**config.mk**
```make
export PLATFORM = sky130hd
export DESIGN_NAME = columnar_transposition_cipher
export DESIGN_NICKNAME = d
export VERILOG_FILES = /design/src/hw/rtl/ctc_pkg.sv /design/src/hw/rtl/ctc_ram.sv /design/src/hw/rtl/ctc_order.sv /design/src/hw/rtl/columnar_transposition_cipher.sv
export SDC_FILE = /design/constraint.sdc
export NUM_CORES = 1
export LEC_CHECK = 0
export BUFFER_PORTS_ARGS = -buffer_cell sky130_fd_sc_hd__clkbuf_2
export CAP_MARGIN = 0
export CORE_MARGIN = 4
export CORE_UTILIZATION = 30
export CTS_CLUSTER_SIZE = 25
export DETAILED_ROUTE_END_ITERATION = 16
export SYNTH_ARGS = -nofsm -noshare
export SYNTH_HDL_FRONTEND = slang
export SYNTH_SLANG_ARGS = --single-unit
```
**constraint.sdc**
```tcl
create_clock -name clk -period 5.4 [get_ports clk]
set_input_delay 0 -clock clk [delete_from_list [all_inputs] [get_ports clk]]
set_output_delay 0 -clock clk [all_outputs]
set_load 0.02 [all_outputs]
```
**src/hw/rtl/ctc_pkg.sv**
```systemverilog
// shared types and constants of the columnar transposition cipher
package ctc_pkg;

	localparam int KEY_BITS     = 64;
	localparam int KEY_LEN_BITS = 4;
	localparam int CHAR_BITS    = 8;

	localparam logic [CHAR_BITS-1:0] PAD_CHAR   = 8'h5F;
	localparam logic [CHAR_BITS-1:0] SPACE_CHAR = 8'h20;

	localparam logic MODE_ENC = 1'b0;

	localparam logic CFG_KEY_CHARS  = 1'b0;
	localparam logic CFG_KEY_LENGTH = 1'b1;

	typedef enum logic [2:0] {
		ST_LOAD,
		ST_ORDER,
		ST_CAP,
		ST_DIV,
		ST_TOTAL,
		ST_READ,
		ST_DATA
	} ctc_state_t;

endpackage

```
**src/hw/rtl/ctc_ram.sv**
```systemverilog
// generic single write port ram with registered read
module ctc_ram #(
	parameter int WIDTH = 8,
	parameter int DEPTH = 64
) (
	input  logic                     clk,
	input  logic                     we,
	input  logic [$clog2(DEPTH)-1:0] waddr,
	input  logic [WIDTH-1:0]         wdata,
	input  logic                     re,
	input  logic [$clog2(DEPTH)-1:0] raddr,
	output logic [WIDTH-1:0]         rdata
);

	logic [WIDTH-1:0] mem_q [DEPTH];
	logic [WIDTH-1:0] rdata_q;

	always_ff @(posedge clk) begin
		if (we) begin
			mem_q[waddr] <= wdata;
		end
		if (re) begin
			rdata_q <= mem_q[raddr];
		end
	end

	assign rdata = rdata_q;

endmodule

```
**src/hw/rtl/ctc_order.sv**
```systemverilog
// key ranking: one shared comparator walks all column pairs
module ctc_order #(
	parameter int MAX_KEY_LENGTH = 8
) (
	input  logic                                       clk,
	input  logic                                       arst_n,
	input  logic                                       start,
	input  logic [ctc_pkg::KEY_BITS-1:0]               key,
	input  logic [$clog2(MAX_KEY_LENGTH+1)-1:0]        k,
	output logic                                       done,
	output logic [MAX_KEY_LENGTH*$clog2(MAX_KEY_LENGTH)-1:0] perm,
	output logic [MAX_KEY_LENGTH*$clog2(MAX_KEY_LENGTH)-1:0] rank
);

	localparam int IW = $clog2(MAX_KEY_LENGTH);
	localparam int KW = $clog2(MAX_KEY_LENGTH+1);

	logic          busy_q;
	logic          done_q;
	logic [IW-1:0] i_q;
	logic [IW-1:0] j_q;
	logic [IW-1:0] cnt_q;
	logic [MAX_KEY_LENGTH*IW-1:0] perm_q;
	logic [MAX_KEY_LENGTH*IW-1:0] rank_q;

	logic [ctc_pkg::CHAR_BITS-1:0] ci;
	logic [ctc_pkg::CHAR_BITS-1:0] cj;
	logic                          lt;
	logic [IW-1:0]                 cnt_nxt;
	logic                          j_end;
	logic                          i_end;

	// column j goes ahead of column i: smaller char, or equal char at lower index
	assign ci      = key[ctc_pkg::CHAR_BITS*i_q +: ctc_pkg::CHAR_BITS];
	assign cj      = key[ctc_pkg::CHAR_BITS*j_q +: ctc_pkg::CHAR_BITS];
	assign lt      = (cj < ci) || ((cj == ci) && (j_q < i_q));
	assign cnt_nxt = cnt_q + IW'(lt);
	assign j_end   = (KW'(j_q) == k - KW'(1));
	assign i_end   = (KW'(i_q) == k - KW'(1));

	always_ff @(posedge clk or negedge arst_n) begin
		if (!arst_n) begin
			busy_q <= 1'b0;
			done_q <= 1'b0;
			i_q    <= '0;
			j_q    <= '0;
			cnt_q  <= '0;
		end else begin
			done_q <= 1'b0;
			if (start) begin
				busy_q <= 1'b1;
				i_q    <= '0;
				j_q    <= '0;
				cnt_q  <= '0;
			end else if (busy_q) begin
				if (j_end) begin
					j_q   <= '0;
					cnt_q <= '0;
					if (i_end) begin
						busy_q <= 1'b0;
						done_q <= 1'b1;
					end else begin
						i_q <= i_q + IW'(1);
					end
				end else begin
					j_q   <= j_q + IW'(1);
					cnt_q <= cnt_nxt;
				end
			end
		end
	end

	always_ff @(posedge clk) begin
		if (busy_q && !start && j_end) begin
			perm_q[IW*cnt_nxt +: IW] <= i_q;
			rank_q[IW*i_q +: IW]     <= cnt_nxt;
		end
	end

	assign done = done_q;
	assign perm = perm_q;
	assign rank = rank_q;

endmodule

```
**src/hw/rtl/columnar_transposition_cipher.sv**
```systemverilog
// columnar transposition cipher: byte collector, ranking, shared multiply-add sequencer
//
//  channel   dir  width  contents (lowest bit first)      transfer when
//  s_*       in   8+1+1  tdata data_byte, tuser mode,     s_tvalid & s_tready
//                        tlast last_byte
//  m_*       out  8+1+1  tdata out_byte, tuser overflow,  m_tvalid & m_tready
//                        tlast out_last
//  cfg_*     in   1+64   index, data (key_chars, key_len) cfg_we
//
//  bytes load at one per cycle; after the last byte the block is not ready while it
//  ranks the key, finds the buffer cap, counts rows, works out the burst length, then
//  sends each result byte through a ram read and the output register
//  the ram read and the shared multiply-add serve one result byte at a time
//  reset clears control state and key chars, key length to one; text ram not cleared
//  an output stall holds the burst in the data state; input stays blocked meanwhile
module columnar_transposition_cipher #(
	parameter int BUFFER_DEPTH   = 64,
	parameter int MAX_KEY_LENGTH = 8
) (
	input  logic                            clk,
	input  logic                            arst_n,
	// input stream
	input  logic                            s_tvalid,
	output logic                            s_tready,
	input  logic [7:0]                      s_tdata,   // data_byte
	input  logic                            s_tuser,   // mode
	input  logic                            s_tlast,   // last_byte
	// output stream
	output logic                            m_tvalid,
	input  logic                            m_tready,
	output logic [7:0]                      m_tdata,   // out_byte
	output logic                            m_tuser,   // overflow
	output logic                            m_tlast,   // out_last
	// configuration writes
	input  logic                            cfg_we,
	input  logic                            cfg_index,
	input  logic [ctc_pkg::KEY_BITS-1:0]    cfg_data
);

	localparam int CW = $clog2(BUFFER_DEPTH+1);   // counts up to the depth itself
	localparam int AW = $clog2(BUFFER_DEPTH);
	localparam int IW = $clog2(MAX_KEY_LENGTH);
	localparam int KW = $clog2(MAX_KEY_LENGTH+1);
	localparam logic [CW-1:0] DEPTH_C = CW'(BUFFER_DEPTH);
	localparam logic [CW:0]   DEPTH_W = (CW+1)'(BUFFER_DEPTH);

	ctc_pkg::ctc_state_t state_q, state_nxt;

	// configuration
	logic [ctc_pkg::KEY_BITS-1:0]     key_q;
	logic [ctc_pkg::KEY_LEN_BITS-1:0] key_len_q;
	logic [KW-1:0]                    k_eff;

	// message state
	logic [CW-1:0] cnt_q;      // bytes held
	logic          mode_q;
	logic          ovf_q;
	logic [CW-1:0] n_q;        // bytes used after truncation
	logic [CW-1:0] acc_q;      // running multiple of k
	logic [CW-1:0] q_q;        // row count
	logic [CW-1:0] total_q;    // burst length
	logic [CW-1:0] a_q;        // outer walk: rank (encrypt) or row (decrypt)
	logic [CW-1:0] b_q;        // inner walk: row (encrypt) or column (decrypt)
	logic [CW-1:0] e_q;        // results issued

	// read pipeline and output register
	logic                          pad_s1;
	logic                          last_s1;
	logic                          out_v_q;
	logic [ctc_pkg::CHAR_BITS-1:0] out_byte_q;
	logic                          out_last_q;
	logic                          out_ovf_q;

	logic                                s_acc;
	logic                                enc;
	logic                                ram_we;
	logic                                ram_re;
	logic [ctc_pkg::CHAR_BITS-1:0]       ram_rdata;
	logic                                ord_start;
	logic                                ord_done;
	logic [MAX_KEY_LENGTH*IW-1:0]        perm;
	logic [MAX_KEY_LENGTH*IW-1:0]        rank;
	logic [IW-1:0]                       perm_sel;
	logic [IW-1:0]                       rank_sel;
	logic [CW:0]                         sum_acc;
	logic                                cap_fit;
	logic                                div_fit;
	logic [CW-1:0]                       capm;
	logic [CW-1:0]                       mul_x;
	logic [CW-1:0]                       mul_y;
	logic [CW-1:0]                       mul_add;
	logic [2*CW-1:0]                     prod;
	logic [CW-1:0]                       mac;
	logic [CW-1:0]                       inner_lim;
	logic                                b_end;
	logic                                data_go;
	logic [ctc_pkg::CHAR_BITS-1:0]       res_byte;

	// key length out of range folds to the nearest legal column count
	always_comb begin
		if (key_len_q == '0) begin
			k_eff = KW'(1);
		end else if (key_len_q > ctc_pkg::KEY_LEN_BITS'(MAX_KEY_LENGTH)) begin
			k_eff = KW'(MAX_KEY_LENGTH);
		end else begin
			k_eff = KW'(key_len_q);
		end
	end

	assign s_acc = s_tvalid && s_tready;
	assign enc   = (mode_q == ctc_pkg::MODE_ENC);

	// cap and row count both step the same adder by k
	assign sum_acc = {1'b0, acc_q} + (CW+1)'(k_eff);
	assign cap_fit = (sum_acc <= DEPTH_W);
	assign div_fit = (sum_acc <= {1'b0, n_q});
	// encrypt keeps one slot for the padding row
	assign capm    = enc ? (acc_q - CW'(1)) : acc_q;

	assign perm_sel = perm[IW*a_q[IW-1:0] +: IW];
	assign rank_sel = rank[IW*b_q[IW-1:0] +: IW];

	// shared multiply-add: burst length, then one address per result
	always_comb begin
		case (state_q)
			ctc_pkg::ST_TOTAL: begin
				mul_x   = q_q;
				mul_y   = CW'(k_eff);
				mul_add = '0;
			end
			default: begin
				if (enc) begin
					mul_x   = b_q;
					mul_y   = CW'(k_eff);
					mul_add = CW'(perm_sel);
				end else begin
					mul_x   = CW'(rank_sel);
					mul_y   = q_q;
					mul_add = a_q;
				end
			end
		endcase
	end

	assign prod = mul_x * mul_y;
	assign mac  = prod[CW-1:0] + mul_add;

	assign inner_lim = enc ? q_q : CW'(k_eff);
	assign b_end     = (b_q == inner_lim - CW'(1));
	assign data_go   = !out_v_q || m_tready;

	// next state
	always_comb begin
		state_nxt = state_q;
		case (state_q)
			ctc_pkg::ST_LOAD: begin
				if (s_acc && s_tlast) state_nxt = ctc_pkg::ST_ORDER;
			end
			ctc_pkg::ST_ORDER: begin
				if (ord_done) state_nxt = ctc_pkg::ST_CAP;
			end
			ctc_pkg::ST_CAP: begin
				if (!cap_fit) state_nxt = ctc_pkg::ST_DIV;
			end
			ctc_pkg::ST_DIV: begin
				if (!div_fit) state_nxt = ctc_pkg::ST_TOTAL;
			end
			ctc_pkg::ST_TOTAL: begin
				state_nxt = ctc_pkg::ST_READ;
			end
			ctc_pkg::ST_READ: begin
				state_nxt = ctc_pkg::ST_DATA;
			end
			ctc_pkg::ST_DATA: begin
				if (data_go) state_nxt = last_s1 ? ctc_pkg::ST_LOAD : ctc_pkg::ST_READ;
			end
			default: begin
				state_nxt = ctc_pkg::ST_LOAD;
			end
		endcase
	end

	// state outputs
	always_comb begin
		s_tready  = 1'b0;
		ram_re    = 1'b0;
		ord_start = 1'b0;
		case (state_q)
			ctc_pkg::ST_LOAD: begin
				s_tready  = 1'b1;
				ord_start = s_tvalid && s_tlast;
			end
			ctc_pkg::ST_READ: begin
				ram_re = 1'b1;
			end
			default: begin
				s_tready = 1'b0;
			end
		endcase
	end

	// bytes past the buffer are dropped and flag the message
	assign ram_we = s_acc && (cnt_q < DEPTH_C);

	always_ff @(posedge clk or negedge arst_n) begin
		if (!arst_n) begin
			state_q   <= ctc_pkg::ST_LOAD;
			key_q     <= '0;
			key_len_q <= ctc_pkg::KEY_LEN_BITS'(1);
			cnt_q     <= '0;
			mode_q    <= 1'b0;
			ovf_q     <= 1'b0;
			n_q       <= '0;
			acc_q     <= '0;
			q_q       <= '0;
			total_q   <= '0;
			a_q       <= '0;
			b_q       <= '0;
			e_q       <= '0;
			out_v_q   <= 1'b0;
		end else begin
			state_q <= state_nxt;

			if (cfg_we) begin
				case (cfg_index)
					ctc_pkg::CFG_KEY_CHARS:  key_q     <= cfg_data;
					ctc_pkg::CFG_KEY_LENGTH: key_len_q <= cfg_data[ctc_pkg::KEY_LEN_BITS-1:0];
					default:                 key_q     <= key_q;
				endcase
			end

			case (state_q)
				ctc_pkg::ST_LOAD: begin
					if (s_acc) begin
						if (cnt_q == '0) mode_q <= s_tuser;
						if (cnt_q < DEPTH_C) begin
							cnt_q <= cnt_q + CW'(1);
						end else begin
							ovf_q <= 1'b1;
						end
					end
					acc_q <= '0;
				end
				ctc_pkg::ST_CAP: begin
					if (cap_fit) begin
						acc_q <= sum_acc[CW-1:0];
					end else begin
						// truncate so the burst fits the buffer
						if (cnt_q > capm) begin
							n_q   <= capm;
							ovf_q <= 1'b1;
						end else begin
							n_q <= cnt_q;
						end
						acc_q <= '0;
						q_q   <= '0;
					end
				end
				ctc_pkg::ST_DIV: begin
					if (div_fit) begin
						acc_q <= sum_acc[CW-1:0];
						q_q   <= q_q + CW'(1);
					end else if (enc) begin
						// encrypt always adds a padding row
						q_q <= q_q + CW'(1);
					end else if (acc_q != n_q) begin
						// ragged ciphertext rounds up
						q_q <= q_q + CW'(1);
					end
				end
				ctc_pkg::ST_TOTAL: begin
					total_q <= mac;
					a_q     <= '0;
					b_q     <= '0;
					e_q     <= '0;
				end
				ctc_pkg::ST_READ: begin
					e_q <= e_q + CW'(1);
					if (b_end) begin
						b_q <= '0;
						a_q <= a_q + CW'(1);
					end else begin
						b_q <= b_q + CW'(1);
					end
				end
				ctc_pkg::ST_DATA: begin
					if (data_go && last_s1) begin
						cnt_q <= '0;
						ovf_q <= 1'b0;
					end
				end
				default: begin
					acc_q <= acc_q;
				end
			endcase

			if ((state_q == ctc_pkg::ST_DATA) && data_go) begin
				out_v_q <= 1'b1;
			end else if (m_tready) begin
				out_v_q <= 1'b0;
			end
		end
	end

	// cells past the used bytes are padding
	always_ff @(posedge clk) begin
		if (state_q == ctc_pkg::ST_READ) begin
			pad_s1  <= (mac >= n_q);
			last_s1 <= (e_q == total_q - CW'(1));
		end
	end

	// decrypt shows padding as spaces
	always_comb begin
		if (pad_s1) begin
			res_byte = enc ? ctc_pkg::PAD_CHAR : ctc_pkg::SPACE_CHAR;
		end else if (!enc && (ram_rdata == ctc_pkg::PAD_CHAR)) begin
			res_byte = ctc_pkg::SPACE_CHAR;
		end else begin
			res_byte = ram_rdata;
		end
	end

	always_ff @(posedge clk) begin
		if ((state_q == ctc_pkg::ST_DATA) && data_go) begin
			out_byte_q <= res_byte;
			out_last_q <= last_s1;
			out_ovf_q  <= ovf_q;
		end
	end

	assign m_tvalid = out_v_q;
	assign m_tdata  = out_byte_q;
	assign m_tlast  = out_last_q;
	assign m_tuser  = out_ovf_q;

	ctc_ram #(
		.WIDTH(ctc_pkg::CHAR_BITS),
		.DEPTH(BUFFER_DEPTH)
	) u_text (
		.clk  (clk),
		.we   (ram_we),
		.waddr(cnt_q[AW-1:0]),
		.wdata(s_tdata),
		.re   (ram_re),
		.raddr(mac[AW-1:0]),
		.rdata(ram_rdata)
	);

	ctc_order #(
		.MAX_KEY_LENGTH(MAX_KEY_LENGTH)
	) u_order (
		.clk   (clk),
		.arst_n(arst_n),
		.start (ord_start),
		.key   (key_q),
		.k     (k_eff),
		.done  (ord_done),
		.perm  (perm),
		.rank  (rank)
	);

endmodule
```
==> results of run 1 <==
how the worst max path moves through the flow:
stage / startpoint / end / slack, ps / cells past startpoint
5_1_grt: b_q[0]$_DFFE_PN0P_ / pad_s1$_DFFE_PP_ / -60 / 24
3_3_place_gp: b_q[0]$_DFFE_PN0P_ / pad_s1$_DFFE_PP_ / 20 / 20
4_1_cts: b_q[0]$_DFFE_PN0P_ / pad_s1$_DFFE_PP_ / 50 / 22
3_5_place_dp: b_q[0]$_DFFE_PN0P_ / pad_s1$_DFFE_PP_ / -20 / 22
6_report: b_q[0]$_DFFE_PN0P_ / pad_s1$_DFFE_PP_ / 230 / 22
2_1_floorplan: state_q[0]$_DFFE_PN0P_ / pad_s1$_DFFE_PP_ / 40 / 22
cells by family (layout without fill, tap and decap cells):
group	after synthesis	in the layout	share of synthesized area [%]
multiplexers	318	318	18.2
flip-flops	721	721	64.1
AO/OA/AOI/OAI	177	177	3.64
buffers and inverters	174	449	2.07
AND/OR/NAND/NOR	456	456	6.63
XOR/XNOR	67	67	1.84
adder cells (fa/ha/maj)	85	85	3.55
final cells by class:
cell class | count | area (um2)
Tap cell | 1403 | 1760
Inverter | 66 | 248
Clock inverter | 47 | 440
Multi-Input combinational cell | 1103 | 11100
Clock buffer | 90 | 1960
Sequential cell | 721 | 20900
Fill cell | 9912 | 69200
Timing Repair Buffer | 246 | 1950
metrics by stage:
step                      std cells  worst slack (ps)  power, W  utilization (%)
final                          3676               228    0.0264             35.7
after global routing           3676             -63.6    0.0278             35.7
after CTS                      3675              45.8    0.0267             35.7
after detailed placement       3465             -21.7    0.0215             32.8
after global placement         3465              22.4    0.0213             32.8
after floorplan                1998              36.7    0.0167                -
power groups by stage:
stage	combinational, W	clock, W	sequential [W]
3_5_place_dp	0.0145	0	0.00706
6_report	0.0144	0.00506	0.00695
4_1_cts	0.0146	0.00520	0.00694
2_1_floorplan	0.00989	0	0.00683
5_1_grt	0.0154	0.00543	0.00700
3_3_place_gp	0.0142	0	0.00704
synth_stat cells (3+ instances only):
library cell / n / area, um2
sky130_fd_sc_hd__a221o_1: 3 / 30.0
sky130_fd_sc_hd__a2111oi_0: 3 / 26.3
sky130_fd_sc_hd__a211oi_1: 3 / 22.5
sky130_fd_sc_hd__nor2b_1: 16 / 100
sky130_fd_sc_hd__ha_1: 72 / 901
sky130_fd_sc_hd__o21ai_0: 51 / 255
sky130_fd_sc_hd__o31ai_1: 10 / 75.1
sky130_fd_sc_hd__xnor2_1: 39 / 342
sky130_fd_sc_hd__inv_2: 3 / 11.3
sky130_fd_sc_hd__and3_1: 16 / 100
sky130_fd_sc_hd__mux2i_1: 20 / 200
sky130_fd_sc_hd__nand2_1: 128 / 480
sky130_fd_sc_hd__nor4_1: 15 / 93.8
sky130_fd_sc_hd__nor2_1: 140 / 526
sky130_fd_sc_hd__or2_2: 5 / 31.3
sky130_fd_sc_hd__nor3b_1: 3 / 22.5
sky130_fd_sc_hd__mux2_2: 86 / 968
sky130_fd_sc_hd__nor3_1: 41 / 205
sky130_fd_sc_hd__inv_1: 61 / 229
sky130_fd_sc_hd__a21o_1: 20 / 150
sky130_fd_sc_hd__buf_1: 13 / 48.8
sky130_fd_sc_hd__clkbuf_1: 76 / 285
sky130_fd_sc_hd__edfxtp_1: 580 / 17400
sky130_fd_sc_hd__or3_1: 4 / 25.0
sky130_fd_sc_hd__a21oi_1: 33 / 165
sky130_fd_sc_hd__a31oi_1: 6 / 37.5
sky130_fd_sc_hd__o22ai_1: 4 / 25.0
sky130_fd_sc_hd__fa_1: 13 / 260
sky130_fd_sc_hd__a22o_1: 8 / 70.1
sky130_fd_sc_hd__o211ai_1: 3 / 22.5
sky130_fd_sc_hd__nand3b_1: 4 / 30.0
sky130_fd_sc_hd__xor2_1: 27 / 236
sky130_fd_sc_hd__nand2b_1: 10 / 62.6
sky130_fd_sc_hd__o21bai_1: 3 / 22.5
sky130_fd_sc_hd__and2_1: 14 / 87.6
sky130_fd_sc_hd__mux4_2: 212 / 4770
sky130_fd_sc_hd__or4_1: 7 / 52.6
sky130_fd_sc_hd__o21a_1: 7 / 52.6
sky130_fd_sc_hd__dfrtp_1: 140 / 3500
sky130_fd_sc_hd__buf_2: 19 / 95.1
sky130_fd_sc_hd__nand4_1: 10 / 62.6
sky130_fd_sc_hd__nand3_1: 30 / 150
sequential cells by signal, indices dropped and copies added, names as in the netlist, 4 cells and up:
name	flops
total_q	7
u_order.perm	24
b_q	7
key_len_q	4
n_q	7
cnt_q	7
u_order.rank	24
q_q	7
a_q	7
e_q	7
acc_q	7
u_text.rdata	8
u_text.mem_q	512
key_q	64
m_tdata	8
timing repair:
action | CTS | global route
buffers inserted | 0 | 1
pin swaps | 0 | 6
endpoints found under the hold margin | 150 | 0
hold buffers | 73 | 0
gates resized for setup | 2 | 14
endpoints found under the setup margin | 1 | 18
per-layer routing:
metal	global-route usage (%)	vias up	share of wire [%]
met5	0	-	0
met4	3.81	0	2.3
met3	2.34	123	6.2
met2	22.4	601	48
met1	19.1	9591	43
li1	-	8221	-
layout by cell type, fill, tap and decap left out, types with 12 or more instances in the layout:
cell type / instances
sky130_fd_sc_hd__mux2i_1: 19
sky130_fd_sc_hd__nor2b_1: 15
sky130_fd_sc_hd__dlygate4sd3_1: 73
sky130_fd_sc_hd__clkinv_1: 12
sky130_fd_sc_hd__a21oi_1: 32
sky130_fd_sc_hd__nor3_1: 41
sky130_fd_sc_hd__xnor2_1: 38
sky130_fd_sc_hd__clkbuf_16: 75
sky130_fd_sc_hd__nand3_1: 30
sky130_fd_sc_hd__clkbuf_1: 12
sky130_fd_sc_hd__inv_1: 61
sky130_fd_sc_hd__nand2_1: 128
sky130_fd_sc_hd__buf_4: 69
sky130_fd_sc_hd__clkbuf_2: 90
sky130_fd_sc_hd__and2_1: 14
sky130_fd_sc_hd__nor4_1: 15
sky130_fd_sc_hd__and3_1: 16
sky130_fd_sc_hd__nor2_1: 139
sky130_fd_sc_hd__mux2_2: 86
sky130_fd_sc_hd__ha_1: 69
sky130_fd_sc_hd__mux4_2: 212
sky130_fd_sc_hd__edfxtp_1: 580
sky130_fd_sc_hd__clkinv_2: 22
sky130_fd_sc_hd__o21ai_0: 46
sky130_fd_sc_hd__dfrtp_1: 138
sky130_fd_sc_hd__xor2_1: 27
sky130_fd_sc_hd__a21o_1: 20
==> tab_implementation.tex, run 1 <==
\begin{tabular}{lr}
\hline
Metric & Value \\
\hline
\multicolumn{2}{l}{\textbf{Logic synthesis}} \\
\quad Mean instance size in the synthesized netlist & 16.4 um2 \\
\quad Cell area after technology mapping & 32700 um2 \\
\quad Count of flip-flops with a built-in enable after synthesis & 580 \\
\quad Distinct cells, synth & 72 \\
\quad Syn Nets & 2163 \\
\quad Fraction of registers with async set or reset after synthesis & 19.6\% \\
\quad Flip-flop and latch count after synthesis & 721 \\
\quad Main synth FF type & sky130\_fd\_sc\_hd\_\_edfxtp\_1 \\
\quad Warnings, synthesis & 0 \\
\quad Sequential cell area fraction in the yosys report & 64.1\% \\
\quad Post-synthesis cell count & 1998 \\
\multicolumn{2}{l}{\textbf{Run status}} \\
\quad Result of the run & finished clean \\
\multicolumn{2}{l}{\textbf{Worst setup path}} \\
\quad Type of the setup path with the least slack & reg2reg \\
\quad Crit start category & flip-flop \\
\quad CP Max Fanout & 4 \\
\quad Most frequent cell on the critical path & sky130\_fd\_sc\_hd\_\_ha\_1 \\
\quad Worst Path Required & 5770 ps \\
\quad Crit path cell chain & buf\_6 -> mux4\_2 -> o21ai\_2 -> o21ai\_2 -> mux2i\_2 -> buf\_4 -> nor2\_1 -> ha\_1 -> fa\_1 -> ha\_1 -> inv\_1 -> fa\_1 -> inv\_1 -> fa\_2 -> a21o\_1 -> a21oi\_2 -> xor2\_1 -> xnor2\_1 -> xnor2\_1 -> xor2\_1 -> ha\_1 -> a21o\_1 \\
\quad Origin of the critical flop-to-flop path & b\_q[0]\$\_DFFE\_PN0P\_ \\
\quad Worst path slowest cell & sky130\_fd\_sc\_hd\_\_mux4\_2 \\
\quad Reg2Reg Setup Slack & 230 ps \\
\quad Arrival time reported for the critical path endpoint & 5540 ps \\
\quad Crit path largest cell delay & 500 ps \\
\quad Cell depth of the worst flop-to-flop path & 22 \\
\quad Crit path buffers/inverters & 4 \\
\quad Critical Path End Type & flip-flop \\
\quad Largest delay contributor family on the critical path & adder cells \\
\quad Endpoint of the worst register-to-register path & pad\_s1\$\_DFFE\_PP\_ \\
\multicolumn{2}{l}{\textbf{Floorplan}} \\
\quad I/O pin cnt & 92 \\
\quad Core Region & 108000 um2 \\
\quad Horizontal die dimension & 338 um \\
\quad Standard-cell rows & 120 \\
\quad Total die area & 114000 um2 \\
\quad Die height & 338 um \\
\quad Initial core utilization & 30.4\% \\
\multicolumn{2}{l}{\textbf{Global route}} \\
\quad Remaining global-route overflow & 0 \\
\quad Vias in the first global route & 19000 \\
\quad Largest net degree at the start of global routing & 80 \\
\quad Overall fraction of global-route tracks in use & 13.8\% \\
\quad Antenna violations before repair & 1 \\
\quad Wire length of the first global-routing pass & 120000 um \\
\multicolumn{2}{l}{\textbf{STA}} \\
\quad Number of pins exceeding their max-slew limit in the final report & 0 \\
\quad Unrepaired setup endpoints after global routing & true \\
\quad Min cycle time layout & 5170 ps \\
\quad Hold violation count in the final report & 0 \\
\quad Total Negative Setup Slacks & 0 ps \\
\quad Max Freq & 0.193 GHz \\
\quad Slew @ Worst Pin & 926 ps \\
\quad Finish-stage setup viols & 0 \\
\quad Final worst path period share & 95.8\% \\
\quad Hold slack final & 12.6 ps \\
\quad Headroom to the max-slew limit & 37.9\% \\
\quad Layout Skew & 22.2 ps \\
\multicolumn{2}{l}{\textbf{Detailed routing}} \\
\quad Total vias in the final route & 18500 \\
\quad Routed len/inst & 21.5 um \\
\quad DRC violation total after the first TritonRoute iteration & 1709 \\
\quad Total wirelength of the detailed-routed design & 79100 um \\
\quad Routed via count divided by cell count & 5.04 \\
\quad Count of nets left with antenna violations after detail routing & 0 \\
\quad Number of search-and-repair iterations in the first detailed-routing pass & 5 \\
\quad DRC violation count after routing & 0 \\
\multicolumn{2}{l}{\textbf{Clocking}} \\
\quad Clock sink count & 721 \\
\quad Clock insertion delay at the later pin of the skew report & 620 ps \\
\quad TritonCTS clock tree & built \\
\quad Number of buffers created by CTS & 75 \\
\quad CTS Root Buffer Type & sky130\_fd\_sc\_hd\_\_clkbuf\_16 \\
\quad CTS clock-pin slew for the worst setup and hold paths & 60 ps \\
\quad Maximum number of buffers from clock root to sink & 3 \\
\quad Maximum level of the CTS H-tree & 3 \\
\multicolumn{2}{l}{\textbf{Placed design}} \\
\quad Cell area after placement & 35300 um2 \\
\quad Post-DP HPWL & 52800 um \\
\quad Final Wtd Congestion & 0.831 \\
\quad Port bufs & 91 \\
\multicolumn{2}{l}{\textbf{Finish}} \\
\quad Synthesis-to-finish area growth & 17.7\% \\
\quad Diodes inserted & 0 \\
\quad NumNets Final & 2378 \\
\quad Share of final-layout standard cells stronger than drive strength 1 & 27.3\% \\
\quad Final Cell Area & 38500 um2 \\
\multicolumn{2}{l}{\textbf{Pwr}} \\
\quad Leakage power & 13.4 nW \\
\quad Switch share & 37.7\% \\
\quad Share of power burned in combinational logic & 54.6\% \\
\quad Clock share of power & 19.1\% \\
\quad Internal portion of total power & 0.0165 W \\
\quad Peak supply drop & 0.552 mV \\
\quad Pwr dens & 687 nW/um2 \\
\quad Power dissipated by switching net loads & 0.00996 W \\
\quad Reg power frac & 26.3\% \\
\multicolumn{2}{l}{\textbf{Hold path}} \\
\quad Worst min-delay path category & in2async \\
\multicolumn{2}{l}{\textbf{Job}} \\
\quad Max-capacitance violation count & 0 \\
\hline
\end{tabular}
(Power assumes the default switching activity.)
==> inputs of run 2 (changes only) <==
--- a/config.mk
+++ b/config.mk
@@ -5,12 +5,14 @@
 export SDC_FILE = /design/constraint.sdc
 export NUM_CORES = 1
 export LEC_CHECK = 0
-export BUFFER_PORTS_ARGS = -buffer_cell sky130_fd_sc_hd__clkbuf_2
 export CAP_MARGIN = 0
 export CORE_MARGIN = 4
-export CORE_UTILIZATION = 30
+export CORE_UTILIZATION = 55
 export CTS_CLUSTER_SIZE = 25
 export DETAILED_ROUTE_END_ITERATION = 16
+export DONT_BUFFER_PORTS = 1
+export PLACE_DENSITY = 0.73
 export SYNTH_ARGS = -nofsm -noshare
 export SYNTH_HDL_FRONTEND = slang
+export SYNTH_HIERARCHICAL = 1
 export SYNTH_SLANG_ARGS = --single-unit
==> tab_implementation.tex, run 2 <==
\begin{tabular}{lr}
\hline
Metric & Value \\
\hline
\multicolumn{2}{l}{\textbf{Detailed routing}} \\
\quad Routed via count divided by cell count & 6.30 (+25\%) \\
\quad Routed len/inst & 24.8 um (+15\%) \\
\quad DRC violation count after routing & 0 (unchanged) \\
\quad DRC violation total after the first TritonRoute iteration & 2108 (+23\%) \\
\quad Number of search-and-repair iterations in the first detailed-routing pass & 6 (+1) \\
\quad Total vias in the final route & 19500 (+5.3\%) \\
\quad Count of nets left with antenna violations after detail routing & 0 (unchanged) \\
\quad Total wirelength of the detailed-routed design & 76700 um (-3.0\%) \\
\multicolumn{2}{l}{\textbf{Hold path}} \\
\quad Worst min-delay path category & in2reg \\
\quad Critical hold path startpoint & cfg\_data[14] \\
\quad Hold Path End & key\_q[14]\$\_DFFE\_PN0P\_ \\
\quad Cell depth of the worst hold path & 2 \\
\multicolumn{2}{l}{\textbf{Floorplan}} \\
\quad I/O pin cnt & 92 (unchanged) \\
\quad Core Region & 59400 um2 (-45\%) \\
\quad Initial core utilization & 55.9\% (+26 points) \\
\quad Total die area & 64300 um2 (-44\%) \\
\quad Die height & 254 um (-25\%) \\
\quad Standard-cell rows & 89 (-26\%) \\
\quad Horizontal die dimension & 254 um (-25\%) \\
\multicolumn{2}{l}{\textbf{Clocking}} \\
\quad Number of buffers created by CTS & 76 (+1.3\%) \\
\quad Maximum number of buffers from clock root to sink & 3 (unchanged) \\
\quad Clock insertion delay at the later pin of the skew report & 630 ps (about the same) \\
\quad TritonCTS clock tree & built \\
\quad CTS clock-pin slew for the worst setup and hold paths & 60 ps (about the same) \\
\quad Clock sink count & 721 (unchanged) \\
\quad Maximum level of the CTS H-tree & 3 (unchanged) \\
\quad CTS Root Buffer Type & sky130\_fd\_sc\_hd\_\_clkbuf\_16 \\
\multicolumn{2}{l}{\textbf{Global route}} \\
\quad Vias in the first global route & 19900 (+4.7\%) \\
\quad Largest net degree at the start of global routing & 142 (+78\%) \\
\quad Remaining global-route overflow & 0 (unchanged) \\
\quad Wire length of the first global-routing pass & 119000 um (-1.2\%) \\
\quad Antenna violations before repair & 0 (-1) \\
\quad Overall fraction of global-route tracks in use & 24.2\% (+10 points) \\
\multicolumn{2}{l}{\textbf{Worst setup path}} \\
\quad Type of the setup path with the least slack & reg2reg \\
\quad CP Max Fanout & 5 (+1) \\
\quad Critical Path End Type & flip-flop \\
\quad Crit start category & flip-flop \\
\quad Arrival time reported for the critical path endpoint & 5570 ps (+30 ps) \\
\quad Origin of the critical flop-to-flop path & b\_q[0]\$\_DFFE\_PN0P\_ \\
\quad Cell depth of the worst flop-to-flop path & 20 (-9.1\%) \\
\quad Worst Path Required & 5770 ps (about the same) \\
\quad Reg2Reg Setup Slack & 200 ps (-30 ps) \\
\quad Endpoint of the worst register-to-register path & pad\_s1\$\_DFFE\_PP\_ \\
\multicolumn{2}{l}{\textbf{Finish}} \\
\quad Share of final-layout standard cells stronger than drive strength 1 & 21.8\% (-5.5 points) \\
\quad NumNets Final & 2428 (+2.1\%) \\
\quad Most common library cell in the layout ignoring fill and taps & sky130\_fd\_sc\_hd\_\_edfxtp\_1 \\
\quad Flip-flop count of the largest register, all copies and words added & 512 (unchanged) \\
\quad Biggest regs & u\_text/mem\_q x512, key\_q x64 \\
\quad Top library cells by usage in the layout, fill and taps aside & sky130\_fd\_sc\_hd\_\_edfxtp\_1 (580), sky130\_fd\_sc\_hd\_\_mux4\_2 (170), sky130\_fd\_sc\_hd\_\_nor2\_1 (150) \\
\quad Biggest register & u\_text/mem\_q \\
\quad Synthesis-to-finish area growth & 14.8\% \\
\quad Fin util & 64.2\% (+28 points) \\
\quad Final Cell Area & 38100 um2 (-0.98\%) \\
\quad Diodes inserted & 0 (unchanged) \\
\multicolumn{2}{l}{\textbf{STA}} \\
\quad Max Freq & 0.192 GHz (-0.57\%) \\
\quad Slew @ Worst Pin & 1330 ps (+401 ps) \\
\quad Final worst path period share & 96.3\% (+0.55 points) \\
\quad Min cycle time layout & 5200 ps (+29.7 ps) \\
\quad Headroom to the max-slew limit & 10.9\% (-27 points) \\
\quad Finish-stage setup viols & 0 (unchanged) \\
\quad Final WS setup & 199 ps (-29.7 ps) \\
\quad Layout Skew & 33.6 ps (+11.4 ps) \\
\quad Number of pins exceeding their max-slew limit in the final report & 0 (unchanged) \\
\quad Hold violation count in the final report & 0 (unchanged) \\
\multicolumn{2}{l}{\textbf{Job}} \\
\quad Max-capacitance violation count & 0 (unchanged) \\
\multicolumn{2}{l}{\textbf{Placed design}} \\
\quad Final Wtd Congestion & 0.918 (+10\%) \\
\quad Pre-CTS setup slack & 65.4 ps (+87.1 ps) \\
\quad Post-DP HPWL & 49000 um (-7.2\%) \\
\quad Port bufs & 0 (-100\%) \\
\quad Cell area after placement & 34300 um2 (-2.8\%) \\
\multicolumn{2}{l}{\textbf{Logic synthesis}} \\
\quad Fraction of registers with async set or reset after synthesis & 19.6\% (unchanged) \\
\quad Leading post-synthesis cells by instance count & sky130\_fd\_sc\_hd\_\_edfxtp\_1 (580), sky130\_fd\_sc\_hd\_\_mux4\_2 (170), sky130\_fd\_sc\_hd\_\_nor2\_1 (150), sky130\_fd\_sc\_hd\_\_dfrtp\_1 (140), sky130\_fd\_sc\_hd\_\_nand2\_1 (113) \\
\quad Mean instance size in the synthesized netlist & 15.7 um2 (-4.3\%) \\
\quad Portion of synthesized cell area occupied by the leading cell type & 52.5\% (-0.79 points) \\
\quad Syn Nets & 2281 (+5.5\%) \\
\quad Most frequently used cell type in the post-synthesis netlist & sky130\_fd\_sc\_hd\_\_edfxtp\_1 \\
\quad Sequential cell area fraction in the yosys report & 63.1\% (-0.95 points) \\
\quad Distinct cells, synth & 92 (+28\%) \\
\quad Warnings, synthesis & 6 (+6) \\
\quad Count of flip-flops with a built-in enable after synthesis & 580 (unchanged) \\
\quad Main synth FF type & sky130\_fd\_sc\_hd\_\_edfxtp\_1 \\
\quad Cell types with the largest area share after synthesis & sky130\_fd\_sc\_hd\_\_edfxtp\_1 (53\%), sky130\_fd\_sc\_hd\_\_mux4\_2 (12\%), sky130\_fd\_sc\_hd\_\_dfrtp\_1 (11\%), sky130\_fd\_sc\_hd\_\_mux2\_2 (3.4\%), sky130\_fd\_sc\_hd\_\_ha\_1 (2.6\%) \\
\quad Cell type with the largest total area after synthesis & sky130\_fd\_sc\_hd\_\_edfxtp\_1 \\
\quad Cell area after technology mapping & 33200 um2 (+1.5\%) \\
\quad Post-synthesis cell count & 2118 (+6.0\%) \\
\quad Flip-flop and latch count after synthesis & 721 (unchanged) \\
\multicolumn{2}{l}{\textbf{Pwr}} \\
\quad Leakage power & 13.4 nW (about the same) \\
\quad Peak supply drop & 0.586 mV (+6.2\%) \\
\quad PnR Total Power & 0.0249 W (-5.8\%) \\
\quad Pwr dens & 653 nW/um2 (-4.9\%) \\
\multicolumn{2}{l}{\textbf{Run status}} \\
\quad Result of the run & finished clean \\
\hline
\end{tabular}
run 2: report_power, final:
part,total (W),switching (W),internal (W)
Clock,0.00521,0.00217,0.00304
Sequential,0.00696,0.000492,0.00647
Combinational,0.0127,0.00684,0.00587
run 2: metrics by stage:
step                      hold WS [ps]  std cells  setup TNS, ps
after floorplan                   -296       2118              0
after global placement            -292       2851              0
after detailed placement          -292       2851              0
after CTS                         30.3       3093              0
after global routing              42.9       3096          -35.8
final                             65.6       3096              0
run 2: final cells by class:
type                            instances  area (um2)
Inverter                               70         265
Sequential cell                       721       20900
Clock buffer                           97        2040
Fill cell                            4036       21300
Tap cell                              773         967
Clock inverter                         39         450
Multi-Input combinational cell       1213       11500
Timing Repair Buffer                  183        1910
run 2: worst max-delay path: stages (launching register included):
cell,delay [ps]
sky130_fd_sc_hd__dfrtp_2,460
sky130_fd_sc_hd__mux4_2,340
sky130_fd_sc_hd__a21oi_1,80
sky130_fd_sc_hd__o31ai_1,250
sky130_fd_sc_hd__buf_4,170
sky130_fd_sc_hd__nand2_1,70
sky130_fd_sc_hd__fa_2,400
sky130_fd_sc_hd__fa_1,540
sky130_fd_sc_hd__inv_1,50
sky130_fd_sc_hd__fa_1,470
sky130_fd_sc_hd__inv_1,50
sky130_fd_sc_hd__fa_1,540
sky130_fd_sc_hd__inv_1,50
sky130_fd_sc_hd__ha_1,320
sky130_fd_sc_hd__a21oi_2,180
sky130_fd_sc_hd__xnor2_2,130
sky130_fd_sc_hd__xnor2_1,140
sky130_fd_sc_hd__xnor2_1,180
sky130_fd_sc_hd__xnor2_1,150
sky130_fd_sc_hd__ha_1,250
sky130_fd_sc_hd__a21o_1,160
run 2: kinds of logic after synthesis:
kind of cell               synth area share (%)
buffers and inverters                      2.56
xor gates and xnor gates                   1.70
DFF                                        63.1
adders and majority gates                  3.42
AOI/OAI and AO/OA                          5.23
muxes                                      16.4
and+or+nand+nor                            7.58
run 2: worst max path at each step:
stage | to | cells past startpoint | slack, ps | from
global route | pad_s1$_DFFE_PP_ | 19 | -40 | mode_q$_DFFE_PN0P_
detailed placement | pad_s1$_DFFE_PP_ | 18 | 70 | b_q[0]$_DFFE_PN0P_
CTS | pad_s1$_DFFE_PP_ | 19 | 40 | b_q[0]$_DFFE_PN0P_
finish | pad_s1$_DFFE_PP_ | 20 | 200 | b_q[0]$_DFFE_PN0P_
floorplan | pad_s1$_DFFE_PP_ | 22 | 5 | state_q[0]$_DFFE_PN0P_
global placement | pad_s1$_DFFE_PP_ | 19 | 150 | b_q[0]$_DFFE_PN0P_
run 2: per-layer routing:
layer | vias to the layer above | track usage (%) | part of all wire, %
met4 | 0 | 8.07 | 3.4
li1 | 8541 | - | -
met2 | 870 | 39.1 | 49
met1 | 9930 | 33.4 | 40
met5 | - | 0 | 0
met3 | 178 | 5.27 | 7.9
run 2: repair_timing:
item | CTS | global route
setup endpoints to repair | 0 | 9
gates resized for setup | 0 | 12
buffers inserted | 0 | 3
hold buffers | 106 | 0
endpoints found under the hold margin | 733 | 0
==> inputs of run 3 (changes only) <==
--- a/config.mk
+++ b/config.mk
@@ -5,13 +5,14 @@
 export SDC_FILE = /design/constraint.sdc
 export NUM_CORES = 1
 export LEC_CHECK = 0
+export ABC_AREA = 1
 export CAP_MARGIN = 0
 export CORE_MARGIN = 4
 export CORE_UTILIZATION = 55
 export CTS_CLUSTER_SIZE = 25
 export DETAILED_ROUTE_END_ITERATION = 16
 export DONT_BUFFER_PORTS = 1
-export PLACE_DENSITY = 0.73
+export PLACE_DENSITY = 0.7
 export SYNTH_ARGS = -nofsm -noshare
 export SYNTH_HDL_FRONTEND = slang
 export SYNTH_HIERARCHICAL = 1
==> constraint.sdc (replaced) <==
create_clock -name clk -period 6.5 [get_ports clk]
set_input_delay 0 -clock clk [delete_from_list [all_inputs] [get_ports clk]]
set_output_delay 0 -clock clk [all_outputs]
set_load 0.02 [all_outputs]
==> tab_implementation.tex, run 3 <==
\begin{tabular}{lr}
\hline
Metric & Value \\
\hline
\multicolumn{2}{l}{\textbf{Run status}} \\
\quad Result of the run & finished clean \\
\multicolumn{2}{l}{\textbf{Floorplan}} \\
\quad Die height & 260 um (+2.4\%) \\
\quad Initial core utilization & 56.0\% (+0.097 points) \\
\quad Core Region & 62200 um2 (+4.7\%) \\
\quad Total die area & 67400 um2 (+4.8\%) \\
\quad Standard-cell rows & 91 (+2.2\%) \\
\quad I/O pin cnt & 92 (unchanged) \\
\quad Horizontal die dimension & 260 um (+2.4\%) \\
\multicolumn{2}{l}{\textbf{STA}} \\
\quad Finish-stage setup viols & 0 (unchanged) \\
\quad Headroom to the max-slew limit & 23.6\% (+13 points) \\
\quad Layout Skew & 26.7 ps (-6.84 ps) \\
\quad Number of pins exceeding their max-slew limit in the final report & 0 (unchanged) \\
\quad Final worst path period share & 90.0\% (-6.3 points) \\
\quad Hold violation count in the final report & 0 (unchanged) \\
\quad Min cycle time layout & 5850 ps (+649 ps) \\
\quad Slew @ Worst Pin & 1150 ps (-180 ps) \\
\quad Unrepaired setup endpoints after global routing & false \\
\quad Total Negative Setup Slacks & 0 ps (unchanged) \\
\quad Max Freq & 0.171 GHz (-11\%) \\
\multicolumn{2}{l}{\textbf{Logic synthesis}} \\
\quad Synth Area in Compound Gates & 4.42\% (-0.81 points) \\
\quad Flip-flop and latch count after synthesis & 721 (unchanged) \\
\quad Area share of and/or/nand/nor cells after synthesis & 23.2\% (+16 points) \\
\quad Sequential cell area fraction in the yosys report & 60.2\% (-3.0 points) \\
\quad Cell area after technology mapping & 34800 um2 (+4.9\%) \\
\quad Cell type with the largest total area after synthesis & sky130\_fd\_sc\_hd\_\_edfxtp\_1 \\
\quad Leading post-synthesis cells by instance count & sky130\_fd\_sc\_hd\_\_nand2\_1 (971), sky130\_fd\_sc\_hd\_\_edfxtp\_1 (580), sky130\_fd\_sc\_hd\_\_nand3\_1 (547), sky130\_fd\_sc\_hd\_\_nor2\_1 (235), sky130\_fd\_sc\_hd\_\_inv\_1 (201) \\
\quad Main synth FF type & sky130\_fd\_sc\_hd\_\_edfxtp\_1 \\
\quad Post-synthesis cell count & 3460 (+63\%) \\
\quad Mean instance size in the synthesized netlist & 10.1 um2 (-36\%) \\
\quad Portion of netlist area occupied by mux cells & 1.94\% (-14 points) \\
\quad Post-Synth Adder-Cell Area & 3.26\% (-0.16 points) \\
\quad Most frequently used cell type in the post-synthesis netlist & sky130\_fd\_sc\_hd\_\_nand2\_1 \\
\quad Share of the synthesized netlist area taken by xor and xnor gates & 1.21\% (-0.49 points) \\
\quad Cell types with the largest area share after synthesis & sky130\_fd\_sc\_hd\_\_edfxtp\_1 (50\%), sky130\_fd\_sc\_hd\_\_nand2\_1 (10\%), sky130\_fd\_sc\_hd\_\_dfrtp\_1 (10\%), sky130\_fd\_sc\_hd\_\_nand3\_1 (7.9\%), sky130\_fd\_sc\_hd\_\_nor2\_1 (2.5\%) \\
\quad Fraction of registers with async set or reset after synthesis & 19.6\% (unchanged) \\
\quad Distinct cells, synth & 62 (-33\%) \\
\quad Combinational family with the most area after synthesis & simple AND/OR/NAND/NOR gates \\
\quad Syn Nets & 3623 (+59\%) \\
\quad Portion of synthesized cell area occupied by the leading cell type & 50.0\% (-2.5 points) \\
\quad Warnings, synthesis & 6 (unchanged) \\
\quad Count of flip-flops with a built-in enable after synthesis & 580 (unchanged) \\
\multicolumn{2}{l}{\textbf{Finish}} \\
\quad NumNets Final & 3646 (+50\%) \\
\quad Most common library cell in the layout ignoring fill and taps & sky130\_fd\_sc\_hd\_\_nand2\_1 \\
\quad Share of final-layout standard cells stronger than drive strength 1 & 8.02\% (-14 points) \\
\quad Top library cells by usage in the layout, fill and taps aside & sky130\_fd\_sc\_hd\_\_nand2\_1 (970), sky130\_fd\_sc\_hd\_\_edfxtp\_1 (580), sky130\_fd\_sc\_hd\_\_nand3\_1 (547) \\
\quad Flip-flop count of the largest register, all copies and words added & 512 (unchanged) \\
\quad Fin util & 61.9\% (-2.2 points) \\
\quad Non-filler cells in the finished layout & 4384 (+42\%) \\
\quad Multi-input logic area & 11900 um2 (+3.6\%) \\
\quad Synthesis-to-finish area growth & 10.6\% \\
\quad Filler cells & 5024 (+24\%) \\
\quad Storage element area & 20900 um2 (about the same) \\
\quad Biggest register & u\_text/mem\_q \\
\quad Biggest regs & u\_text/mem\_q x512, key\_q x64 \\
\multicolumn{2}{l}{\textbf{Detailed routing}} \\
\quad Count of nets left with antenna violations after detail routing & 0 (unchanged) \\
\quad Total vias in the final route & 25600 (+31\%) \\
\quad Total wirelength of the detailed-routed design & 90500 um (+18\%) \\
\quad DRC violation total after the first TritonRoute iteration & 2854 (+35\%) \\
\quad Number of search-and-repair iterations in the first detailed-routing pass & 6 (unchanged) \\
\quad Routed len/inst & 20.6 um (-17\%) \\
\quad DRC violation count after routing & 0 (unchanged) \\
\quad Routed via count divided by cell count & 5.84 (-7.4\%) \\
\multicolumn{2}{l}{\textbf{Global route}} \\
\quad Remaining global-route overflow & 0 (unchanged) \\
\quad Largest net degree at the start of global routing & 142 (unchanged) \\
\quad Vias in the first global route & 24700 (+24\%) \\
\quad Overall fraction of global-route tracks in use & 26.7\% (+2.4 points) \\
\quad Wire length of the first global-routing pass & 141000 um (+19\%) \\
\quad Antenna violations before repair & 4 (+4) \\
\multicolumn{2}{l}{\textbf{Worst setup path}} \\
\quad Critical Path End Type & flip-flop \\
\quad Crit path buffers/inverters & 3 (-1) \\
\quad Type of the setup path with the least slack & reg2reg \\
\quad Worst path slowest cell & sky130\_fd\_sc\_hd\_\_dfrtp\_1 \\
\quad Worst Path Required & 6870 ps (+1100 ps) \\
\quad Largest delay contributor family on the critical path & adder cells \\
\quad Crit path cell chain & nand2\_4 -> nor2\_2 -> nand2\_1 -> nand3\_1 -> nor2\_1 -> ha\_1 -> fa\_1 -> ha\_1 -> inv\_1 -> fa\_1 -> fa\_1 -> inv\_1 -> inv\_1 -> nand2\_1 -> nand3\_1 -> nand3\_1 -> nand2\_1 \\
\quad Crit path largest cell delay & 810 ps (+270 ps) \\
\quad Arrival time reported for the critical path endpoint & 6220 ps (+650 ps) \\
\quad Crit start category & flip-flop \\
\quad CP Max Fanout & 34 (+29) \\
\multicolumn{2}{l}{\textbf{Clocking}} \\
\quad Number of buffers created by CTS & 75 (-1.3\%) \\
\quad Clock insertion delay at the later pin of the skew report & 620 ps (about the same) \\
\quad Clock sink count & 721 (unchanged) \\
\quad Maximum number of buffers from clock root to sink & 3 (unchanged) \\
\quad TritonCTS clock tree & built \\
\quad Maximum level of the CTS H-tree & 3 (unchanged) \\
\quad Post-cts resize count & 0 (unchanged) \\
\quad CTS Root Buffer Type & sky130\_fd\_sc\_hd\_\_clkbuf\_16 \\
\quad CTS clock-pin slew for the worst setup and hold paths & 70 ps (about the same) \\
\multicolumn{2}{l}{\textbf{Pwr}} \\
\quad Peak supply drop & 0.297 mV (-49\%) \\
\quad Internal portion of total power & 0.0100 W (-35\%) \\
\quad Reg power frac & 32.1\% (+4.1 points) \\
\quad Leakage power & 15.1 nW (+13\%) \\
\quad Switch share & 43.6\% (+5.4 points) \\
\quad Power dissipated by switching net loads & 0.00772 W (-19\%) \\
\quad Pwr dens & 460 nW/um2 (-30\%) \\
\quad Clock share of power & 23.9\% (+3.0 points) \\
\quad Share of power burned in combinational logic & 44.0\% (-7.1 points) \\
\multicolumn{2}{l}{\textbf{Placed design}} \\
\quad Post-DP HPWL & 57200 um (+17\%) \\
\quad Placed Cells & 4153 (+46\%) \\
\quad Final Wtd Congestion & 0.941 (+2.5\%) \\
\quad Port bufs & 0 (unchanged) \\
\multicolumn{2}{l}{\textbf{Hold path}} \\
\quad Worst min-delay path category & in2async \\
\multicolumn{2}{l}{\textbf{Job}} \\
\quad Max-capacitance violation count & 0 (unchanged) \\
\hline
\end{tabular}
## run 3: cell types whose count changed after synthesis, sizes merged, moves of 42 or more
| cell | before | now |
|---|---|---|
| buf | 56 | 136 |
| inv | 68 | 216 |
| mux2 | 102 | 60 |
| mux2i | 45 | 0 |
| mux4 | 170 | 0 |
| nand2 | 113 | 993 |
| nand3 | 38 | 553 |
| nor2 | 150 | 243 |
| o21ai | 49 | 148 |
## run 3: through the flow
step / hold slack (ps) / setup slack (ps) / total power, W / instance area [um2]
final: 16.6 / 650 / 0.0177 / 38500
after global routing: 49.9 / 291 / 0.0188 / 38500
after CTS: 27.4 / 727 / 0.0176 / 38500
after detailed placement: -285 / 751 / 0.0132 / 35000
after global placement: -286 / 880 / 0.0131 / 35000
after floorplan: -296 / 1360 / 0.0113 / 34800
## run 3: worst paths after layout
kind | from | to | slack, ps | cells after the start
max in group asynchronous | arst_n | u_order/i_q[0]$_DFFE_PN0P_ | 5820 | 2
min | arst_n | acc_q[2]$_DFFE_PN0P_ | 20 | 2
min reg2reg | ovf_q$_DFFE_PN0P_ | m_tuser$_DFFE_PP_ | 490 | 0
max reg2reg | mode_q$_DFFE_PN0P_ | u_text/rdata[4]$_DFFE_PP_ | 650 | 17
max | mode_q$_DFFE_PN0P_ | u_text/rdata[4]$_DFFE_PP_ | 650 | 17
min in group clk | cfg_data[21] | key_q[21]$_DFFE_PN0P_ | 70 | 2
## run 3: what timing repair did
action,in CTS,in global routing
buffers inserted,0,0
hold endpoints to repair,734,0
hold buffers,90,0
## run 3: worst reg2reg max path, cell delays in order, from the launching register on
cell and delay [ps]:
sky130_fd_sc_hd__dfrtp_1 810, sky130_fd_sc_hd__nand2_4 260, sky130_fd_sc_hd__nor2_2 130, sky130_fd_sc_hd__nand2_1 90, sky130_fd_sc_hd__nand3_1 190, sky130_fd_sc_hd__nor2_1 70, sky130_fd_sc_hd__ha_1 220, sky130_fd_sc_hd__fa_1 480
sky130_fd_sc_hd__ha_1 290, sky130_fd_sc_hd__inv_1 50, sky130_fd_sc_hd__fa_1 520, sky130_fd_sc_hd__fa_1 500, sky130_fd_sc_hd__inv_1 760, sky130_fd_sc_hd__inv_1 740, sky130_fd_sc_hd__nand2_1 270, sky130_fd_sc_hd__nand3_1 100
sky130_fd_sc_hd__nand3_1 90, sky130_fd_sc_hd__nand2_1 50
## run 3: layout make-up
| type | instances | area share, % |
|---|---|---|
| flip-flops and latches | 721 | 54.4 |
| multi-input cells | 2341 | 30.9 |
| clock buffers | 99 | 5.32 |
| repair buffers | 126 | 3.55 |
| well taps | 837 | 2.72 |
| inverters | 218 | 2.15 |
| clock inverters | 38 | 0.942 |
| diodes | 4 | 0.0260 |
## run 3: cell families (layout without fill, tap and decap cells)
kind of cell | count (synthesis) | count (layout)
other | 0 | 4
AOI/OAI and AO/OA | 275 | 275
buffers and inverters | 398 | 481
and+or+nand+nor | 1877 | 1877
muxes | 60 | 60
adders and majority gates | 83 | 83
xor gates and xnor gates | 46 | 46
DFF | 721 | 721
## run 3: power groups by stage
stage               Sequential [W]  Clock (W)  Combinational, W
floorplan                  0.00556          0           0.00572
global placement           0.00576          0           0.00732
detailed placement         0.00578          0           0.00747
CTS                        0.00568    0.00429           0.00765
global route               0.00572    0.00449           0.00859
finish                     0.00569    0.00423           0.00779
## run 3: metal layers
metal | routed length, um | vias to the layer above | global-route usage, %
met4 | 2740 | 2 | 8.11
met5 | 12 | - | 0
li1 | - | 11900 | -
met3 | 7790 | 220 | 4.73
met2 | 41800 | 1212 | 41.7
met1 | 38100 | 12300 | 38.6
